`src/kvi_pkg.sv`:
```
`default_nettype none
package kvi_pkg;

    localparam int MAX_KEYFRAMES = 16;
    localparam int KEY_AW        = 4;
    localparam int POS_DEPTH     = 2 * MAX_KEYFRAMES;
    localparam int POS_AW        = 5;
    localparam int COUNT_W       = 5;
    localparam int KEY_W         = 16;
    localparam int COMP_W        = 32;
    localparam int POS_W         = 64;
    localparam int IN_TDATA_W    = 168;
    localparam int OUT_TDATA_W   = 128;
    localparam int CFG_AW        = 3;
    localparam int CFG_DW        = 32;

    // shared divider: magnitude of a 50-bit product, 4 quotient bits per cycle
    localparam int DIV_W         = 52;
    localparam int DIV_STEP_BITS = 4;
    localparam int DIV_ITERS     = DIV_W / DIV_STEP_BITS;
    localparam int DEN_W         = 16;
    localparam int PROD_W        = 50;
    localparam int QMAG_W        = 34;
    localparam int SUM_W         = 35;

    localparam logic FUNC_LOAD  = 1'b0;
    localparam logic FUNC_QUERY = 1'b1;

    // register index taken from byte address bit 2
    localparam logic REG_KEYFRAME_COUNT = 1'b0;

    typedef struct packed {
        logic                     func;
        logic [KEY_AW-1:0]        slot;
        logic [KEY_W-1:0]         key_value;
        logic signed [COMP_W-1:0] pos_x;
        logic signed [COMP_W-1:0] pos_y;
        logic signed [COMP_W-1:0] pos_z;
        logic signed [COMP_W-1:0] pos_w;
        logic [KEY_W-1:0]         fraction;
    } item_t;

    typedef enum logic [3:0] {
        B_IDLE,
        B_LOAD1,
        B_LOAD2,
        B_QSTART,
        B_KEY0,
        B_SCAN,
        B_POSA,
        B_POSD,
        B_MUL,
        B_DSTART,
        B_DIV,
        B_OUT
    } back_state_t;

    typedef struct packed {
        logic               start;
        logic [DIV_W-1:0]   dividend;
        logic [DEN_W-1:0]   divisor;
    } div_req_t;

    typedef struct packed {
        logic               done;
        logic [DIV_W-1:0]   quotient;
    } div_rsp_t;

endpackage
`default_nettype wire

```
`src/kvi_front.sv`:
```
`default_nettype none
module kvi_front
    import kvi_pkg::*;
(
    input  wire logic                  clk,
    input  wire logic                  rst_n,
    input  wire logic                  s_axis_tvalid,
    output logic                       s_axis_tready,
    input  wire logic [IN_TDATA_W-1:0] s_axis_tdata,
    input  wire logic                  s_axis_tuser,
    output item_t                      item,
    output logic                       item_valid,
    input  wire logic                  item_pop
);

    item_t       q_reg [2];
    logic        wr_ptr_reg, wr_ptr_next;
    logic        rd_ptr_reg, rd_ptr_next;
    logic [1:0]  fill_reg, fill_next;
    item_t       in_item;
    logic        push;
    logic        pop;

    // unpack the incoming transaction
    always_comb
    begin
        in_item.func      = s_axis_tuser;
        in_item.slot      = s_axis_tdata[3:0];
        in_item.key_value = s_axis_tdata[19:4];
        in_item.pos_x     = s_axis_tdata[51:20];
        in_item.pos_y     = s_axis_tdata[83:52];
        in_item.pos_z     = s_axis_tdata[115:84];
        in_item.pos_w     = s_axis_tdata[147:116];
        in_item.fraction  = s_axis_tdata[163:148];
    end

    assign s_axis_tready = (fill_reg != 2'd2);
    assign push          = s_axis_tvalid && s_axis_tready;
    assign item_valid    = (fill_reg != 2'd0);
    assign pop           = item_pop && item_valid;
    assign item          = q_reg[rd_ptr_reg];

    always_comb
    begin
        wr_ptr_next = push ? ~wr_ptr_reg : wr_ptr_reg;
        rd_ptr_next = pop ? ~rd_ptr_reg : rd_ptr_reg;
        fill_next   = fill_reg;
        if (push && !pop)
        begin
            fill_next = fill_reg + 2'd1;
        end
        else if (pop && !push)
        begin
            fill_next = fill_reg - 2'd1;
        end
    end

    always_ff @(posedge clk or negedge rst_n)
    begin
        if (!rst_n)
        begin
            wr_ptr_reg <= 1'b0;
            rd_ptr_reg <= 1'b0;
            fill_reg   <= 2'd0;
        end
        else
        begin
            wr_ptr_reg <= wr_ptr_next;
            rd_ptr_reg <= rd_ptr_next;
            fill_reg   <= fill_next;
        end
    end

    always_ff @(posedge clk)
    begin
        if (push)
        begin
            q_reg[wr_ptr_reg] <= in_item;
        end
    end

endmodule
`default_nettype wire

```
`config.mk`:
```
export PLATFORM = sky130hd
export DESIGN_NAME = kvi_front
export DESIGN_NICKNAME = d
export VERILOG_FILES = /design/src/kvi_pkg.sv /design/src/kvi_front.sv
export SDC_FILE = /design/constraint.sdc
export NUM_CORES = 1
export LEC_CHECK = 0
export BUFFER_PORTS_ARGS = -buffer_cell sky130_fd_sc_hd__buf_2
export CAP_MARGIN = 20
export CORE_MARGIN = 2
export CORE_UTILIZATION = 47
export CTS_CLUSTER_SIZE = 28
export DETAILED_ROUTE_END_ITERATION = 12
export GPL_ROUTABILITY_DRIVEN = 0
export PLACE_DENSITY = 0.76
export RECOVER_POWER = 25
export SLEW_MARGIN = 30
export SYNTH_ARGS = -nofsm -noshare
export SYNTH_HDL_FRONTEND = slang
export SYNTH_SLANG_ARGS = --single-unit
```
`constraint.sdc`:
```
create_clock -name clk -period 7.8 [get_ports clk]
set_input_delay 1.56 -clock clk [delete_from_list [all_inputs] [get_ports clk]]
set_output_delay 1.56 -clock clk [all_outputs]
set_load 0.02 [all_outputs]
```
# Yosys cells after proc, flatten, opt, wreduce, memory -nomap -nowiden
# Memories as Yosys holds them, arrays and structs flattened.
# Cells that the tools add are included.
dict set report word_totals {
  out_inout_bits 167
  memories 1
  in_bits 173
  regBits 4
  ram_bits 330
}
dict set report classes {
  n_reduce_logical 8
  n_eq_ne 1
  n_mux 4
  bitwise_logic 2
  addsub 2
}
# name words word_bits read_ports rd_clocked_by_memory_dff wr line_no
set mem_list {}
lappend mem_list {q_reg 2 165 1 0 1 kvi_front.sv:16} ;# item_t q_reg [2];
# operator count
set op_table {}
lappend op_table {{logical AND 1 bit} 4}
lappend op_table {{two-way mux 2 bit} 2}
lappend op_table {{nonzero test 2 bit} 2}
lappend op_table {{adder 2 x 1 -> 2 bit, second input constant} 1}
lappend op_table {{logical NOT 1 bit} 2}
lappend op_table {{two-way mux 1 bit} 2}
lappend op_table {{!= test 2 bit, second input constant} 1}
lappend op_table {{NOT 1 bit} 2}
lappend op_table {{subtractor 2 x 1 -> 2 bit, second input constant} 1}

# Longest topological paths before layout
dict set report logic_depth {
  ltp_word 6
  depth_mapped 7
  mapped_depth_nobuf 7
}

# Worst setup path before layout
# Ideal clock, no wire load.
dict set report synth_timing {
  path_type {input to register}
  startpoint {in s_axis_tvalid}
  endpoint {mem q_reg[0][0] in the netlist's numbering (enable)}
  path_stages 2
  arrival_time_ps 8502
  setup_ps 692
  setup_slack_ps -1395
  required_time_ps 7108
  path_cell_list {nand2_1 > nor2_1}
}
dict set report synth_between {
  elab_chain_cells 3
}
# item line_no
set synth_lines {}
lappend synth_lines {{from (decl)} kvi_front.sv:7} ;# input wire logic s_axis_tvalid,
lappend synth_lines {{logical AND 1 bit} kvi_front.sv:38} ;# assign push = s_axis_tvalid && s_axis_tready;
lappend synth_lines {{two-way mux 1 bit} kvi_front.sv:76} ;# if (push)
lappend synth_lines {{two-way mux 1 bit (not written as such)} kvi_front.sv:78} ;# q_reg[wr_ptr_reg] <= in_item;
lappend synth_lines {{to (decl)} kvi_front.sv:16}
# Every way passes these cells.

==> impl_metrics.json <==
{
  "status": "completed",
  "crit_chain": "buf_12, mux2_2, buf_2",
  "min_to": "fill_reg[1]",
  "routedWlPerCell_um": 18.4,
  "end_kind": "output port",
  "drc": 0,
  "first_global_vias": 6479,
  "yosys-top-cells-count": "edfxtp_1, mux2_2, buf_6",
  "hold_depth": 1,
  "via_per_inst": 4.91,
  "p_leak_nw": 5.62,
  "clkTransAtPathRegs_ns": 0.06,
  "grt_max_degree": 167,
  "min_from": "fill_reg[1]",
  "dr_total_vias": 6127,
  "worstMarginPinSlew_ns": 1.07,
  "yosys_warnings": 0,
  "synth_area_mm2": 0.0121,
  "cts_resized": 0,
  "area_growth_pct": 25.0,
  "report.final.setup_viol": 0,
  "grt_overflow": 0,
  "synthArstFlopShare_pct": 1.20,
  "drtIter0Drc": 401,
  "postCtsSetupRepairBufs": 0,
  "ys_seq_area_share_pct": 82.4,
  "row_count": 58,
  "r2r-end": "q_reg[1][108]",
  "final_layout_size_suffix_gt1_share_pct": 58.1,
  "p_total_mw": 6.00,
  "finalCritPeriodShare_pct": 50.0,
  "synth_top_cell_area_share_pct": 81.6,
  "synth_most_common_cell": "edfxtp_1",
  "clockRootBuffer": "clkbuf_16",
  "cp.required_ns": 6.24,
  "die_area_mm2": 0.0271,
  "core_area_mm2": 0.0253,
  "grt_pass1_wl_um": 33600,
  "avgSynthCellArea_um2": 22.9,
  "finClkSkew_ns": 0.00644,
  "yosysTopAreaCell": "edfxtp_1",
  "crit_type": "reg2out",
  "ir_drop_uv": 332,
  "ys_types": 15,
  "ys_ff_latch": 334,
  "start_kind": "register",
  "slew_headroom_pct": 28.5,
  "power.density_mw_per_mm2": 395,
  "numCtsBuffers": 35,
  "cts_tree": "done",
  "syn-num-nets": 705,
  "synth-main-ff-cell": "edfxtp_1",
  "clock_sinks": 334,
  "grt_usage_pct": 16.2,
  "start_util_pct": 48.1,
  "rr_worst_depth": 3,
  "io_pins": 340,
  "syn_inst": 531,
  "wl_met3_um": 2060,
  "rr_startpoint": "fill_reg[0]",
  "io_buffer_count": 335,
  "ant_nets": 0,
  "htree_levels": 2,
  "drv_cap": 0,
  "cts.hold.buffers_added": 0,
  "finalInstanceArea_mm2": 0.0152,
  "top_layer": "met5",
  "largest_register_ffs": 330,
  "dr.pass1.iters": 4,
  "r2r_slack_ns": 5.33,
  "cp.arrival_ns": 2.34,
  "grt_setup_unrepaired": "false",
  "clk_latency_ns": 0.48,
  "wl_um": 22900,
  "wl_met1_um": 8490,
  "hold_slack_ns": 0.500,
  "fillers": 1927,
  "slew_violations": 0,
  "period_needed_ns": 3.90,
  "slowest_stage": "buf_12",
  "yosys-top-cells-area": "edfxtp_1, mux2_2, buf_6, dfrtp_1, xnor2_1",
  "synth_edf_count": 330,
  "dp_hpwl_um": 14700,
  "clockBufferDepth": 3,
  "tns_ns": 0,
  "max_stage_delay_ns": 0.54,
  "placed_area_mm2": 0.0141,
  "hp-class": "reg2reg",
  "fmax_mhz": 257,
  "hold_viol_final": 0,
  "die_h_um": 165,
  "die_w_um": 165,
  "antenna_found_initial": 5,
  "fin_nets": 1066,
  "wl_met2_um": 11500,
  "critPathMaxFanout": 166
}
==> cells in the final DEF, fill, tap and decap left out, drive strengths merged <==
master	Yosys	routed
and3	1	1
buf	18	323
bufinv	0	1
clkbuf	0	69
clkinv	0	6
dfrtp	4	4
diode	0	4
edfxtp	330	330
ha	1	1
inv	1	2
mux2	165	165
nand2	2	2
nand2b	1	1
nor2	2	2
or2	1	1
xnor2	3	3
xor2	2	2
==> cells by family (layout without fill, tap and decap cells) <==
kind of cell             after synthesis  in the layout  synth area share (%)
adder cells (fa/ha/maj)                1              1                 0.103
XOR/XNOR                               5              5                 0.361
buffers and inverters                 19            401                  1.54
multiplexers                         165            165                  15.3
flip-flops                           334            334                  82.4
AND/OR/NAND/NOR                        7              7                 0.278
other                                  0              4                     0
==> worst max-delay path: cells and delay by family (launching register included) <==
kind	cells	cell delay [ns]
flops	1	0.41
mux	1	0.42
buf+inv	2	0.71
==> how the worst max path moves through the flow <==
stage,endpoint,startpoint
floorplan,q_reg[0][0],s_axis_tvalid
global placement,q_reg[0][108],s_axis_tvalid
detailed placement,q_reg[0][108],s_axis_tvalid
CTS,item[38],rd_ptr_reg
global route,item[38],rd_ptr_reg
finish,item[103],rd_ptr_reg
==> report_power, final <==
part	leakage (nW)	switching [mW]	internal [mW]
registers	3.11	0.0861	2.46
logic	2.00	1.21	0.741
clock network	0.503	0.606	0.899
total	5.62	1.90	4.10
==> per-layer routing <==
layer	global-route usage, %	up-vias
met1	18.8	2953
met2	27.6	253
li1	-	2858
met3	5.42	59
met5	0	-
met4	6.96	4
==> per-stage QoR <==
| stage | setup slack [ns] | util, % | std cells |
|---|---|---|---|
| after global placement | 4.09 | 55.9 | 1184 |
| after detailed placement | 4.08 | 55.9 | 1184 |
| after global routing | 3.86 | 60.1 | 1245 |
| final | 3.90 | 60.1 | 1247 |
| after floorplan | 1.40 | - | 531 |
| after CTS | 3.95 | 60.0 | 1242 |
==> cell type report <==
class | count | area [µm²] | area share [%]
well taps | 330 | 413 | 2.72
multi-input cells | 178 | 1960 | 12.9
clock buffers | 50 | 975 | 6.42
diodes | 4 | 10.0 | 0.0660
repair buffers | 342 | 1740 | 11.4
clock inverters | 8 | 65.1 | 0.429
inverters | 1 | 3.75 | 0.0247
flip-flops and latches | 334 | 10000 | 66.0
(Power assumes the default switching activity.)
