==> src/kvi_pkg.sv <==
`default_nettype none
package kvi_pkg;

    localparam int MAX_KEYFRAMES = 16;
    localparam int KEY_AW        = 4;
    localparam int POS_DEPTH     = 2 * MAX_KEYFRAMES;
    localparam int POS_AW        = 5;
    localparam int COUNT_W       = 5;
    localparam int KEY_W         = 16;
    localparam int COMP_W        = 32;
    localparam int POS_W         = 64;
    localparam int IN_TDATA_W    = 168;
    localparam int OUT_TDATA_W   = 128;
    localparam int CFG_AW        = 3;
    localparam int CFG_DW        = 32;

    // shared divider: magnitude of a 50-bit product, 4 quotient bits per cycle
    localparam int DIV_W         = 52;
    localparam int DIV_STEP_BITS = 4;
    localparam int DIV_ITERS     = DIV_W / DIV_STEP_BITS;
    localparam int DEN_W         = 16;
    localparam int PROD_W        = 50;
    localparam int QMAG_W        = 34;
    localparam int SUM_W         = 35;

    localparam logic FUNC_LOAD  = 1'b0;
    localparam logic FUNC_QUERY = 1'b1;

    // register index taken from byte address bit 2
    localparam logic REG_KEYFRAME_COUNT = 1'b0;

    typedef struct packed {
        logic                     func;
        logic [KEY_AW-1:0]        slot;
        logic [KEY_W-1:0]         key_value;
        logic signed [COMP_W-1:0] pos_x;
        logic signed [COMP_W-1:0] pos_y;
        logic signed [COMP_W-1:0] pos_z;
        logic signed [COMP_W-1:0] pos_w;
        logic [KEY_W-1:0]         fraction;
    } item_t;

    typedef enum logic [3:0] {
        B_IDLE,
        B_LOAD1,
        B_LOAD2,
        B_QSTART,
        B_KEY0,
        B_SCAN,
        B_POSA,
        B_POSD,
        B_MUL,
        B_DSTART,
        B_DIV,
        B_OUT
    } back_state_t;

    typedef struct packed {
        logic               start;
        logic [DIV_W-1:0]   dividend;
        logic [DEN_W-1:0]   divisor;
    } div_req_t;

    typedef struct packed {
        logic               done;
        logic [DIV_W-1:0]   quotient;
    } div_rsp_t;

endpackage
`default_nettype wire

==> src/kvi_ram.sv <==
`default_nettype none
module kvi_ram #(
    parameter int WIDTH = 16,
    parameter int DEPTH = 16
) (
    input  wire logic                     clk,
    input  wire logic                     we,
    input  wire logic [$clog2(DEPTH)-1:0] waddr,
    input  wire logic [WIDTH-1:0]         wdata,
    input  wire logic [$clog2(DEPTH)-1:0] raddr,
    output logic      [WIDTH-1:0]         rdata
);

    logic [WIDTH-1:0] mem [DEPTH];

    always_ff @(posedge clk)
    begin
        if (we)
        begin
            mem[waddr] <= wdata;
        end
        rdata <= mem[raddr];
    end

endmodule
`default_nettype wire

==> src/kvi_div.sv <==
`default_nettype none
module kvi_div
    import kvi_pkg::*;
(
    input  wire logic     clk,
    input  wire logic     rst_n,
    input  wire div_req_t req,
    output div_rsp_t      rsp
);

    localparam int ITER_W = $clog2(DIV_ITERS);

    logic              busy_reg, busy_next;
    logic              done_reg, done_next;
    logic [ITER_W-1:0] iter_reg, iter_next;
    logic [DEN_W:0]    rem_reg, rem_next;
    logic [DIV_W-1:0]  dq_reg, dq_next;
    logic [DEN_W-1:0]  den_reg, den_next;

    always_comb
    begin
        logic [DEN_W:0]   r;
        logic [DIV_W-1:0] q;
        r         = rem_reg;
        q         = dq_reg;
        busy_next = busy_reg;
        done_next = 1'b0;
        iter_next = iter_reg;
        den_next  = den_reg;
        if (req.start)
        begin
            busy_next = 1'b1;
            iter_next = '0;
            den_next  = req.divisor;
            r         = '0;
            q         = req.dividend;
        end
        else if (busy_reg)
        begin
            // restoring steps, most significant dividend bit first
            for (int k = 0; k < DIV_STEP_BITS; k++)
            begin
                r = {r[DEN_W-1:0], q[DIV_W-1]};
                q = {q[DIV_W-2:0], 1'b0};
                if (r >= {1'b0, den_reg})
                begin
                    r    = r - {1'b0, den_reg};
                    q[0] = 1'b1;
                end
            end
            iter_next = iter_reg + 1'b1;
            if (iter_reg == ITER_W'(DIV_ITERS - 1))
            begin
                busy_next = 1'b0;
                done_next = 1'b1;
            end
        end
        rem_next = r;
        dq_next  = q;
    end

    always_ff @(posedge clk or negedge rst_n)
    begin
        if (!rst_n)
        begin
            busy_reg <= 1'b0;
            done_reg <= 1'b0;
            iter_reg <= '0;
        end
        else
        begin
            busy_reg <= busy_next;
            done_reg <= done_next;
            iter_reg <= iter_next;
        end
    end

    always_ff @(posedge clk)
    begin
        rem_reg <= rem_next;
        dq_reg  <= dq_next;
        den_reg <= den_next;
    end

    assign rsp.done     = done_reg;
    assign rsp.quotient = dq_reg;

endmodule
`default_nettype wire

==> src/kvi_back.sv <==
`default_nettype none
module kvi_back
    import kvi_pkg::*;
(
    input  wire logic                   clk,
    input  wire logic                   rst_n,
    input  wire item_t                  item,
    input  wire logic                   item_valid,
    output logic                        item_pop,
    input  wire logic [COUNT_W-1:0]     keyframe_count,
    output logic                        m_axis_tvalid,
    input  wire logic                   m_axis_tready,
    output logic [OUT_TDATA_W-1:0]      m_axis_tdata
);

    back_state_t state_reg, state_next;

    item_t                    cur_reg, cur_next;
    logic [KEY_AW-1:0]        idx_reg, idx_next;
    logic [KEY_W-1:0]         kprev_reg, kprev_next;
    logic [KEY_W-1:0]         num_reg, num_next;
    logic [DEN_W-1:0]         den_reg, den_next;
    logic [1:0]               pc_reg, pc_next;
    logic [1:0]               comp_reg, comp_next;
    logic signed [COMP_W-1:0] v0_reg [4];
    logic signed [COMP_W-1:0] v1_reg [4];
    logic signed [COMP_W-1:0] res_reg [4];
    logic signed [PROD_W-1:0] prod_reg, prod_next;
    logic                     out_valid_reg, out_valid_next;
    logic [OUT_TDATA_W-1:0]   out_data_reg, out_data_next;

    logic [COUNT_W-1:0]       count_eff;
    logic [COUNT_W-1:0]       idx_plus2;
    logic                     key_we;
    logic [KEY_AW-1:0]        key_waddr;
    logic [KEY_AW-1:0]        key_raddr;
    logic [KEY_W-1:0]         key_rdata;
    logic                     pos_we;
    logic [POS_AW-1:0]        pos_waddr;
    logic [POS_W-1:0]         pos_wdata;
    logic [POS_AW-1:0]        pos_raddr;
    logic [POS_W-1:0]         pos_rdata;
    logic [POS_AW-1:0]        pos_base;
    logic                     bracket;
    logic                     pos_capture;
    logic                     res_we;
    logic signed [COMP_W-1:0] res_value;
    logic                     out_free;
    div_req_t                 div_req;
    div_rsp_t                 div_rsp;
    logic [PROD_W-1:0]        prod_mag;
    logic signed [QMAG_W-1:0] q_signed;
    logic signed [SUM_W-1:0]  sum;

    kvi_ram #(.WIDTH(KEY_W), .DEPTH(MAX_KEYFRAMES)) u_key_ram (
        .clk   (clk),
        .we    (key_we),
        .waddr (key_waddr),
        .wdata (cur_reg.key_value),
        .raddr (key_raddr),
        .rdata (key_rdata)
    );

    kvi_ram #(.WIDTH(POS_W), .DEPTH(POS_DEPTH)) u_pos_ram (
        .clk   (clk),
        .we    (pos_we),
        .waddr (pos_waddr),
        .wdata (pos_wdata),
        .raddr (pos_raddr),
        .rdata (pos_rdata)
    );

    kvi_div u_div (
        .clk   (clk),
        .rst_n (rst_n),
        .req   (div_req),
        .rsp   (div_rsp)
    );

    assign count_eff = (keyframe_count > COUNT_W'(MAX_KEYFRAMES)) ?
                       COUNT_W'(MAX_KEYFRAMES) : keyframe_count;
    assign idx_plus2 = {1'b0, idx_reg} + COUNT_W'(2);
    assign bracket   = (cur_reg.fraction >= kprev_reg) && (cur_reg.fraction <= key_rdata);
    assign pos_base  = {idx_reg, 1'b0};
    assign out_free  = !out_valid_reg || m_axis_tready;
    assign prod_mag  = prod_reg[PROD_W-1] ? PROD_W'(-prod_reg) : PROD_W'(prod_reg);

    // signed quotient, dropped entirely for a zero-width segment
    always_comb
    begin
        logic [QMAG_W-1:0] qmag;
        qmag     = div_rsp.quotient[QMAG_W-1:0];
        q_signed = '0;
        if (den_reg != '0)
        begin
            q_signed = prod_reg[PROD_W-1] ? -$signed(qmag) : $signed(qmag);
        end
        sum = SUM_W'(v0_reg[comp_reg]) + SUM_W'(q_signed);
        if (sum > SUM_W'(32'sh7fffffff))
        begin
            res_value = 32'sh7fffffff;
        end
        else if (sum < -SUM_W'(33'sh080000000))
        begin
            res_value = 32'sh80000000;
        end
        else
        begin
            res_value = sum[COMP_W-1:0];
        end
    end

    // next state
    always_comb
    begin
        state_next = state_reg;
        case (state_reg)
            B_IDLE:
            begin
                if (item_valid)
                begin
                    state_next = (item.func == FUNC_QUERY) ? B_QSTART : B_LOAD1;
                end
            end
            B_LOAD1:  state_next = B_LOAD2;
            B_LOAD2:  state_next = B_IDLE;
            B_QSTART: state_next = (count_eff < COUNT_W'(2)) ? B_IDLE : B_KEY0;
            B_KEY0:   state_next = B_SCAN;
            B_SCAN:
            begin
                if (bracket)
                begin
                    state_next = B_POSA;
                end
                else if (idx_plus2 >= count_eff)
                begin
                    state_next = B_IDLE;
                end
            end
            B_POSA:   state_next = B_POSD;
            B_POSD:   state_next = (pc_reg == 2'd3) ? B_MUL : B_POSA;
            B_MUL:    state_next = B_DSTART;
            B_DSTART: state_next = B_DIV;
            B_DIV:
            begin
                if (div_rsp.done)
                begin
                    state_next = (comp_reg == 2'd3) ? B_OUT : B_MUL;
                end
            end
            B_OUT:    state_next = out_free ? B_IDLE : B_OUT;
            default:  state_next = B_IDLE;
        endcase
    end

    // datapath control
    always_comb
    begin
        cur_next         = cur_reg;
        idx_next         = idx_reg;
        kprev_next       = kprev_reg;
        num_next         = num_reg;
        den_next         = den_reg;
        pc_next          = pc_reg;
        comp_next        = comp_reg;
        prod_next        = prod_reg;
        out_valid_next   = out_valid_reg;
        out_data_next    = out_data_reg;
        item_pop         = 1'b0;
        key_we           = 1'b0;
        key_waddr        = cur_reg.slot;
        key_raddr        = '0;
        pos_we           = 1'b0;
        pos_waddr        = {cur_reg.slot, 1'b0};
        pos_wdata        = {cur_reg.pos_y, cur_reg.pos_x};
        pos_raddr        = pos_base + POS_AW'(pc_reg);
        pos_capture      = 1'b0;
        res_we           = 1'b0;
        div_req.start    = 1'b0;
        div_req.dividend = DIV_W'(prod_mag);
        div_req.divisor  = den_reg;

        if (out_valid_reg && m_axis_tready)
        begin
            out_valid_next = 1'b0;
        end

        case (state_reg)
            B_IDLE:
            begin
                if (item_valid)
                begin
                    item_pop = 1'b1;
                    cur_next = item;
                end
            end
            B_LOAD1:
            begin
                key_we = 1'b1;
                pos_we = 1'b1;
            end
            B_LOAD2:
            begin
                pos_we    = 1'b1;
                pos_waddr = {cur_reg.slot, 1'b1};
                pos_wdata = {cur_reg.pos_w, cur_reg.pos_z};
            end
            B_QSTART:
            begin
                key_raddr = '0;
            end
            B_KEY0:
            begin
                kprev_next = key_rdata;
                key_raddr  = KEY_AW'(1);
                idx_next   = '0;
            end
            B_SCAN:
            begin
                key_raddr = idx_plus2[KEY_AW-1:0];
                if (bracket)
                begin
                    num_next = cur_reg.fraction - kprev_reg;
                    den_next = key_rdata - kprev_reg;
                    pc_next  = '0;
                end
                else
                begin
                    kprev_next = key_rdata;
                    idx_next   = idx_reg + 1'b1;
                end
            end
            B_POSA:
            begin
                pos_raddr = pos_base + POS_AW'(pc_reg);
            end
            B_POSD:
            begin
                pos_capture = 1'b1;
                pc_next     = pc_reg + 1'b1;
                comp_next   = '0;
            end
            B_MUL:
            begin
                prod_next = (PROD_W'(v1_reg[comp_reg]) - PROD_W'(v0_reg[comp_reg]))
                            * $signed({1'b0, num_reg});
            end
            B_DSTART:
            begin
                div_req.start = 1'b1;
            end
            B_DIV:
            begin
                if (div_rsp.done)
                begin
                    res_we    = 1'b1;
                    comp_next = comp_reg + 1'b1;
                end
            end
            B_OUT:
            begin
                if (out_free)
                begin
                    out_valid_next = 1'b1;
                    out_data_next  = {res_reg[3], res_reg[2], res_reg[1], res_reg[0]};
                end
            end
            default:
            begin
            end
        endcase
    end

    always_ff @(posedge clk or negedge rst_n)
    begin
        if (!rst_n)
        begin
            state_reg     <= B_IDLE;
            out_valid_reg <= 1'b0;
        end
        else
        begin
            state_reg     <= state_next;
            out_valid_reg <= out_valid_next;
        end
    end

    always_ff @(posedge clk)
    begin
        cur_reg      <= cur_next;
        idx_reg      <= idx_next;
        kprev_reg    <= kprev_next;
        num_reg      <= num_next;
        den_reg      <= den_next;
        pc_reg       <= pc_next;
        comp_reg     <= comp_next;
        prod_reg     <= prod_next;
        out_data_reg <= out_data_next;
        if (pos_capture)
        begin
            case (pc_reg)
                2'd0:
                begin
                    v0_reg[0] <= pos_rdata[31:0];
                    v0_reg[1] <= pos_rdata[63:32];
                end
                2'd1:
                begin
                    v0_reg[2] <= pos_rdata[31:0];
                    v0_reg[3] <= pos_rdata[63:32];
                end
                2'd2:
                begin
                    v1_reg[0] <= pos_rdata[31:0];
                    v1_reg[1] <= pos_rdata[63:32];
                end
                default:
                begin
                    v1_reg[2] <= pos_rdata[31:0];
                    v1_reg[3] <= pos_rdata[63:32];
                end
            endcase
        end
        if (res_we)
        begin
            res_reg[comp_reg] <= res_value;
        end
    end

    assign m_axis_tvalid = out_valid_reg;
    assign m_axis_tdata  = out_data_reg;

endmodule
`default_nettype wire

==> config.mk <==
export PLATFORM = sky130hd
export DESIGN_NAME = kvi_back
export DESIGN_NICKNAME = d
export VERILOG_FILES = /design/src/kvi_pkg.sv /design/src/kvi_ram.sv /design/src/kvi_div.sv /design/src/kvi_back.sv
export SDC_FILE = /design/constraint.sdc
export NUM_CORES = 2
export LEC_CHECK = 0
export BUFFER_PORTS_ARGS = -buffer_cell sky130_fd_sc_hd__buf_2
export CORE_MARGIN = 1.5
export CORE_UTILIZATION = 40
export DETAILED_ROUTE_END_ITERATION = 7
export GPL_TIMING_DRIVEN = 0
export SLEW_MARGIN = 0
export SYNTH_ARGS = -nofsm -noshare
export SYNTH_HDL_FRONTEND = slang
export SYNTH_SLANG_ARGS = --single-unit
export TNS_END_PERCENT = 5
==> constraint.sdc <==
create_clock -name clk -period 11 [get_ports clk]
set_input_delay 1.1 -clock clk [delete_from_list [all_inputs] [get_ports clk]]
set_output_delay 1.1 -clock clk [all_outputs]
set_load 0.05 [all_outputs]
* Word-level counts from Yosys, hierarchy flattened
Memory sizes are Yosys's and may differ from the RTL's. A register that Yosys moved wholly into a read port is not among the register bits.
Index checks and enable logic that the tools add are counted.
** Operators by class
- Magnitude comparators :: 11
- Reductions and logical operators :: 24
- Multiplexer cells :: 94
- Equal/unequal tests :: 21
- Add/sub/neg operators :: 16
- Multiply operators :: 1
** Operators with widths (count)
- $mux W32 :: 6
- $mux W16 :: 11
- $mux W50 :: 3
- $reduce_or A32 Y1 :: 4
- $sub A16 B16 Y16 :: 6
- $ge A17 B16 Y1 :: 4
- $mux W34 :: 2
- $mux W64 :: 1
- $mul A33 B17 Y50 :: 1
- $neg A50 Y50 :: 1
- $mux W1 :: 44
- $pmux W4 S11 :: 1
- $mux W4 :: 9
- $add A32 B34 Y35 :: 1
- $gt A35 B32 Y1 const B :: 1
- $lt A35 B32 Y1 const B :: 1
- $neg A34 Y34 :: 1
- $sub A32 B32 Y33 :: 1
- $pmux W16 S2 :: 1
- $eq A4 B4 Y1 const B :: 5
- $mux W2 :: 10
- $eq A4 B3 Y1 const B :: 4
- $ge A16 B16 Y1 :: 1
- $le A16 B16 Y1 :: 1
- other kinds (29) :: 47
** Storage, ports and cells
- Input bits :: 174
- Bits in registers :: 365
- Memories :: 5
- Word-level logic and storage cells :: 195
- RAM bits :: 2688
- Output and inout bits :: 130
** Memories
- u_pos_ram.mem :: depth 32, bits a word 64, rd ports 1, clocked after Yosys merged registers in 1, write ports 1, RTL line kvi_ram.sv:14 : logic [WIDTH-1:0] mem [DEPTH];
- u_key_ram.mem :: depth 16, bits a word 16, rd ports 1, clocked after Yosys merged registers in 1, write ports 1, RTL line kvi_ram.sv:14
- res_reg :: depth 4, bits a word 32, rd ports 4, clocked after Yosys merged registers in 4, write ports 1, RTL line kvi_back.sv:27 : logic signed [COMP_W-1:0] res_reg [4];
- v0_reg :: depth 4, bits a word 32, rd ports 1, clocked after Yosys merged registers in 1, write ports 2, RTL line kvi_back.sv:25 : logic signed [COMP_W-1:0] v0_reg [4];
- v1_reg :: depth 4, bits a word 32, rd ports 1, clocked after Yosys merged registers in 1, write ports 2, RTL line kvi_back.sv:26 : logic signed [COMP_W-1:0] v1_reg [4];

* Longest topological paths before layout
- Depth in word-level cells :: 16
- Depth in mapped cells :: 46
- Depth with buffers taken out :: 41

* Cells and area by module
Synthesis repeated with hierarchy kept, for this count alone.
** Unflattened totals
- Cells, all modules :: 8533
- Area, all modules :: 148785.2 um^2
** Modules (own cells, without submodules)
- kvi_ram (u_pos_ram) :: times used 1, cells each 3097, sequential area each 62780.2 um^2, area an instance 78964.5 um^2
- kvi_back :: times used 1, cells each 4245, sequential area each 23647.7 um^2, area an instance 52365.2 um^2
- kvi_ram (u_key_ram) :: times used 1, cells each 432, sequential area each 8007.7 um^2, area an instance 10042.1 um^2
- kvi_div :: times used 1, cells each 759, sequential area each 2512.4 um^2, area an instance 7413.4 um^2

* Worst setup path after synthesis
OpenSTA, ideal clock, no wires.
- Kind :: reg-to-reg
- Start point :: register (tool-made name)
- End point :: register prod_reg[49], data pin
- Required time :: 10.843 ns
- Library setup time :: 0.157 ns
- Cell stages (with the launch flop) :: 41
- Buffers on the path :: 3
- Setup slack :: 0.656 ns
- Period minus slack after synthesis :: 10.344 ns
- Arrival :: 10.187 ns
- Cells stage by stage :: dfxtp_1 > clkbuf_1 > buf_1 > mux4_2 > inv_1 > ha_1 > inv_1 > fa_1 > a21o_1 > a21oi_1 > o21bai_1 > a211o_1 > and2_1 > a21o_1 > a21oi_1 > xnor2_1 > clkbuf_1 > nand2_1 > [5 not listed] > inv_1 > fa_1 > inv_1 > fa_1 > inv_1 > fa_1 > ha_1 > a21oi_1 > o21ai_0 > o41a_1 > a221o_1 > a41oi_1 > a31o_2 > o31ai_1 > a31oi_1 > o21ai_0 > and4_1 > nor3_1
** RTL lines
- end signal: assignment :: RTL line kvi_back.sv:297 : prod_reg <= prod_next;
- end: declaration :: RTL line kvi_back.sv:28 : logic signed [PROD_W-1:0] prod_reg, prod_next;

==> flow_summary_export.csv <==
group,metric,value,unit
timing,finalMaxSlewViolations,0,
grt,grt_usage,21.3,%
hold_path,holdCritPathClass,"in -> async",
cts,max-clock-path-buffers,4,
grt,overflow,0,
floorplan,ioPinCount,304,
timing,finalCritPeriodShare,96.4,%
yosys,yosysMostFrequentCell,"edfxtp_1",
cts,htree_num_levels,5,
yosys,synth_seq_cells,3263,
setup_path,crit_top_cell,"fa_1",
timing,fin_setup_tns,0,ns
finish,fin_area,0.171,mm2
yosys,ys_seq_area_share,65.6,%
floorplan,rows,223,
placement,gp_congestion,0.887,
timing,slew_headroom,4.85,%
yosys,synth.avg_cell_area,17.6,um2
cts,clk_latency,0.98,ns
drt,drc_errors,0,
setup_path,cp-end-kind,"register",
placement,io_buffers,303,
timing,fmax,0.0943,GHz
finish,areaGrowthSynthToFinish,15.4,%
cts,cts_buffers,343,
yosys,yosysWarnings,0,
setup_path,worstPathArrival,11.34,ns
placement,placed_area,0.159,mm2
timing,tightestPinTransition,1.42,ns
yosys,synthFlopType,"edfxtp_1",
drt,drt-wirelength-per-cell,28.0,um
timing,fin_skew,0.103,ns
cts,clock_sinks,3263,
finish,final_layout_size_suffix_gt1_share,22.4,%
floorplan,die_height,611,um
setup_path,regToRegEndpoint,"prod_reg[49]",
floorplan,coreArea,0.368,mm2
yosys,synthTopCellsByArea,"edfxtp_1, mux4_2, fa_1",
drt,via_count,79152,
grt,grt_max_degree,63,
yosys,netlist_area,0.148,mm2
timing,fin_crit,10.61,ns
finish,num-nets-final,10237,
placement,hpwl,289000,um
setup_path,cpMaxStageDelayCell,"fa_1",
grt,antenna_found_initial,29,
finish,multi_input_area,0.0477,mm2
yosys,synth.net_count,9383,
timing,setup_violations,0,
setup_path,ff2ff_path_depth,38,
placement,detailedPlace.worstSlack,-2.49,ns
drt,drt_iter0_drc,7790,
grt,grt_pass1_vias,81553,
grt,grt_pass1_wl,572000,um
drt,ant_nets,0,
floorplan,initial_utilization,40.1,%
setup_path,ff2ff_setup_slack,0.39,ns
run_status,status,"finished clean",
floorplan,die-area,0.373,mm2
yosys,synth_common_cells,"edfxtp_1, mux4_2, inv_1",
drt,wl,402000,um
timing,finalHoldViolCount,0,
drt,dr.pass1.iters,7,
yosys,synthCells,8377,
yosys,synth_top_area_share,64.1,%
finish,regArea,0.0969,mm2
setup_path,cp.required,11.74,ns
setup_path,criticalPathCategory,"reg -> reg",
setup_path,start_kind,"register",
timing,rsz0062_at_grt,"true",
timing,setup_ws,0.395,ns
cts,ctsRootBufferMaster,"clkbuf_16",
setup_path,max_stage_delay,0.56,ns
yosys,ys_types,82,
drt,via_per_inst,5.51,
floorplan,die_width,611,um
cts,tritoncts,"done",
setup_path,cp_max_fo,10,
yosys,synth-edff-count,3152,
finish,largest_reg_flops,2048,
flow_run,maxCapViolations,0,
yosys,ys_async_sr_fraction,0.337,%
cts,clk_pin_slew,0.07,ns
yosys,yosys.area.top_type,"edfxtp_1",
finish,fillCellCount,31161,
cts,holdBufCountCts,0,
[routing by layer]
layer | share of wire, % | GRT usage (%) | routed length, um | vias to the layer above
li1 | - | - | - | 33618
met1 | 39 | 27.6 | 158000 | 41870
met2 | 50 | 36.7 | 202000 | 3034
met3 | 6.8 | 3.25 | 27500 | 620
met4 | 3.7 | 7.03 | 14800 | 10
met5 | 0.018 | 0 | 72 | -
[what timing repair did]
| action | 4_1_cts | 5_1_grt |
|---|---|---|
| pin swaps | 2 | 4 |
| setup buffers | 4 | 11 |
| resized for setup | 79 | 64 |
| endpoints found under the setup margin | 52 | 30 |
[through the flow]
stage	cells	utilization, %	hold WS (ns)
detailed placement	13717	43.2	0.405
CTS	14332	46.2	0.0466
finish	14359	46.3	0.135
global route	14342	46.3	0.0990
floorplan	8377	-	0.400
global placement	13517	42.2	0.402
[area by class of cell]
| class | count | share of cell area (%) |
|---|---|---|
| multi-input combinational | 4075 | 27.9 |
| clock inverter | 185 | 1.11 |
| sequential | 3263 | 56.8 |
| tap | 4837 | 3.55 |
| inverter | 695 | 1.53 |
| antenna | 18 | 0.0264 |
| buffer | 335 | 0.841 |
| timing repair buffer | 518 | 2.88 |
| clock buffer | 433 | 5.30 |
[placed cells by master, fill, tap and decap left out, types with 49 or more instances in the layout]
cell type,instances
edfxtp_1,3152
buf_2,316
ha_1,321
clkinv_1,63
buf_6,89
mux4_2,768
xnor2_1,133
buf_1,58
clkbuf_16,345
clkinv_2,49
nand2_1,537
dfxtp_1,98
a21oi_1,159
o21ai_0,170
fa_1,510
a21o_1,122
clkbuf_1,303
and2_1,208
mux2_2,162
buf_12,84
xor2_1,107
inv_1,693
nor2_1,178
[how the worst max path moves through the flow]
stage	from	end	slack, ns	cells after the start
floorplan	register	prod_reg[49]	0.66	40
global placement	state_reg[1]	u_pos_ram.mem[21][20]	-6.08	6
detailed placement	register	prod_reg[49]	-2.49	36
CTS	register	prod_reg[49]	-0.01	39
global route	register	prod_reg[48]	-0.05	37
finish	register	prod_reg[49]	0.39	38
[worst max-delay path, delay by kind of cell, from the launching register on]
family	cells	cell delay, ns
fa+ha+maj	9	4.02
compound gates	15	3.38
buf+inv	7	0.81
xor+xnor	1	0.24
flops	1	0.46
mux	1	0.54
simple gates	5	0.93
[cell families (layout without fill, tap and decap cells)]
family	after synthesis	count (layout)	share of synthesized area, %
xor+xnor	264	264	1.56
simple gates	1287	1287	4.18
buf+inv	1039	2166	2.69
other cells	0	18	0
flops	3263	3263	65.6
mux	952	952	13.1
compound gates	740	740	3.25
fa+ha+maj	832	832	9.64
Power is not shown: default switching activity piles up to over one toggle a cycle in this logic, so the estimate is an artifact.
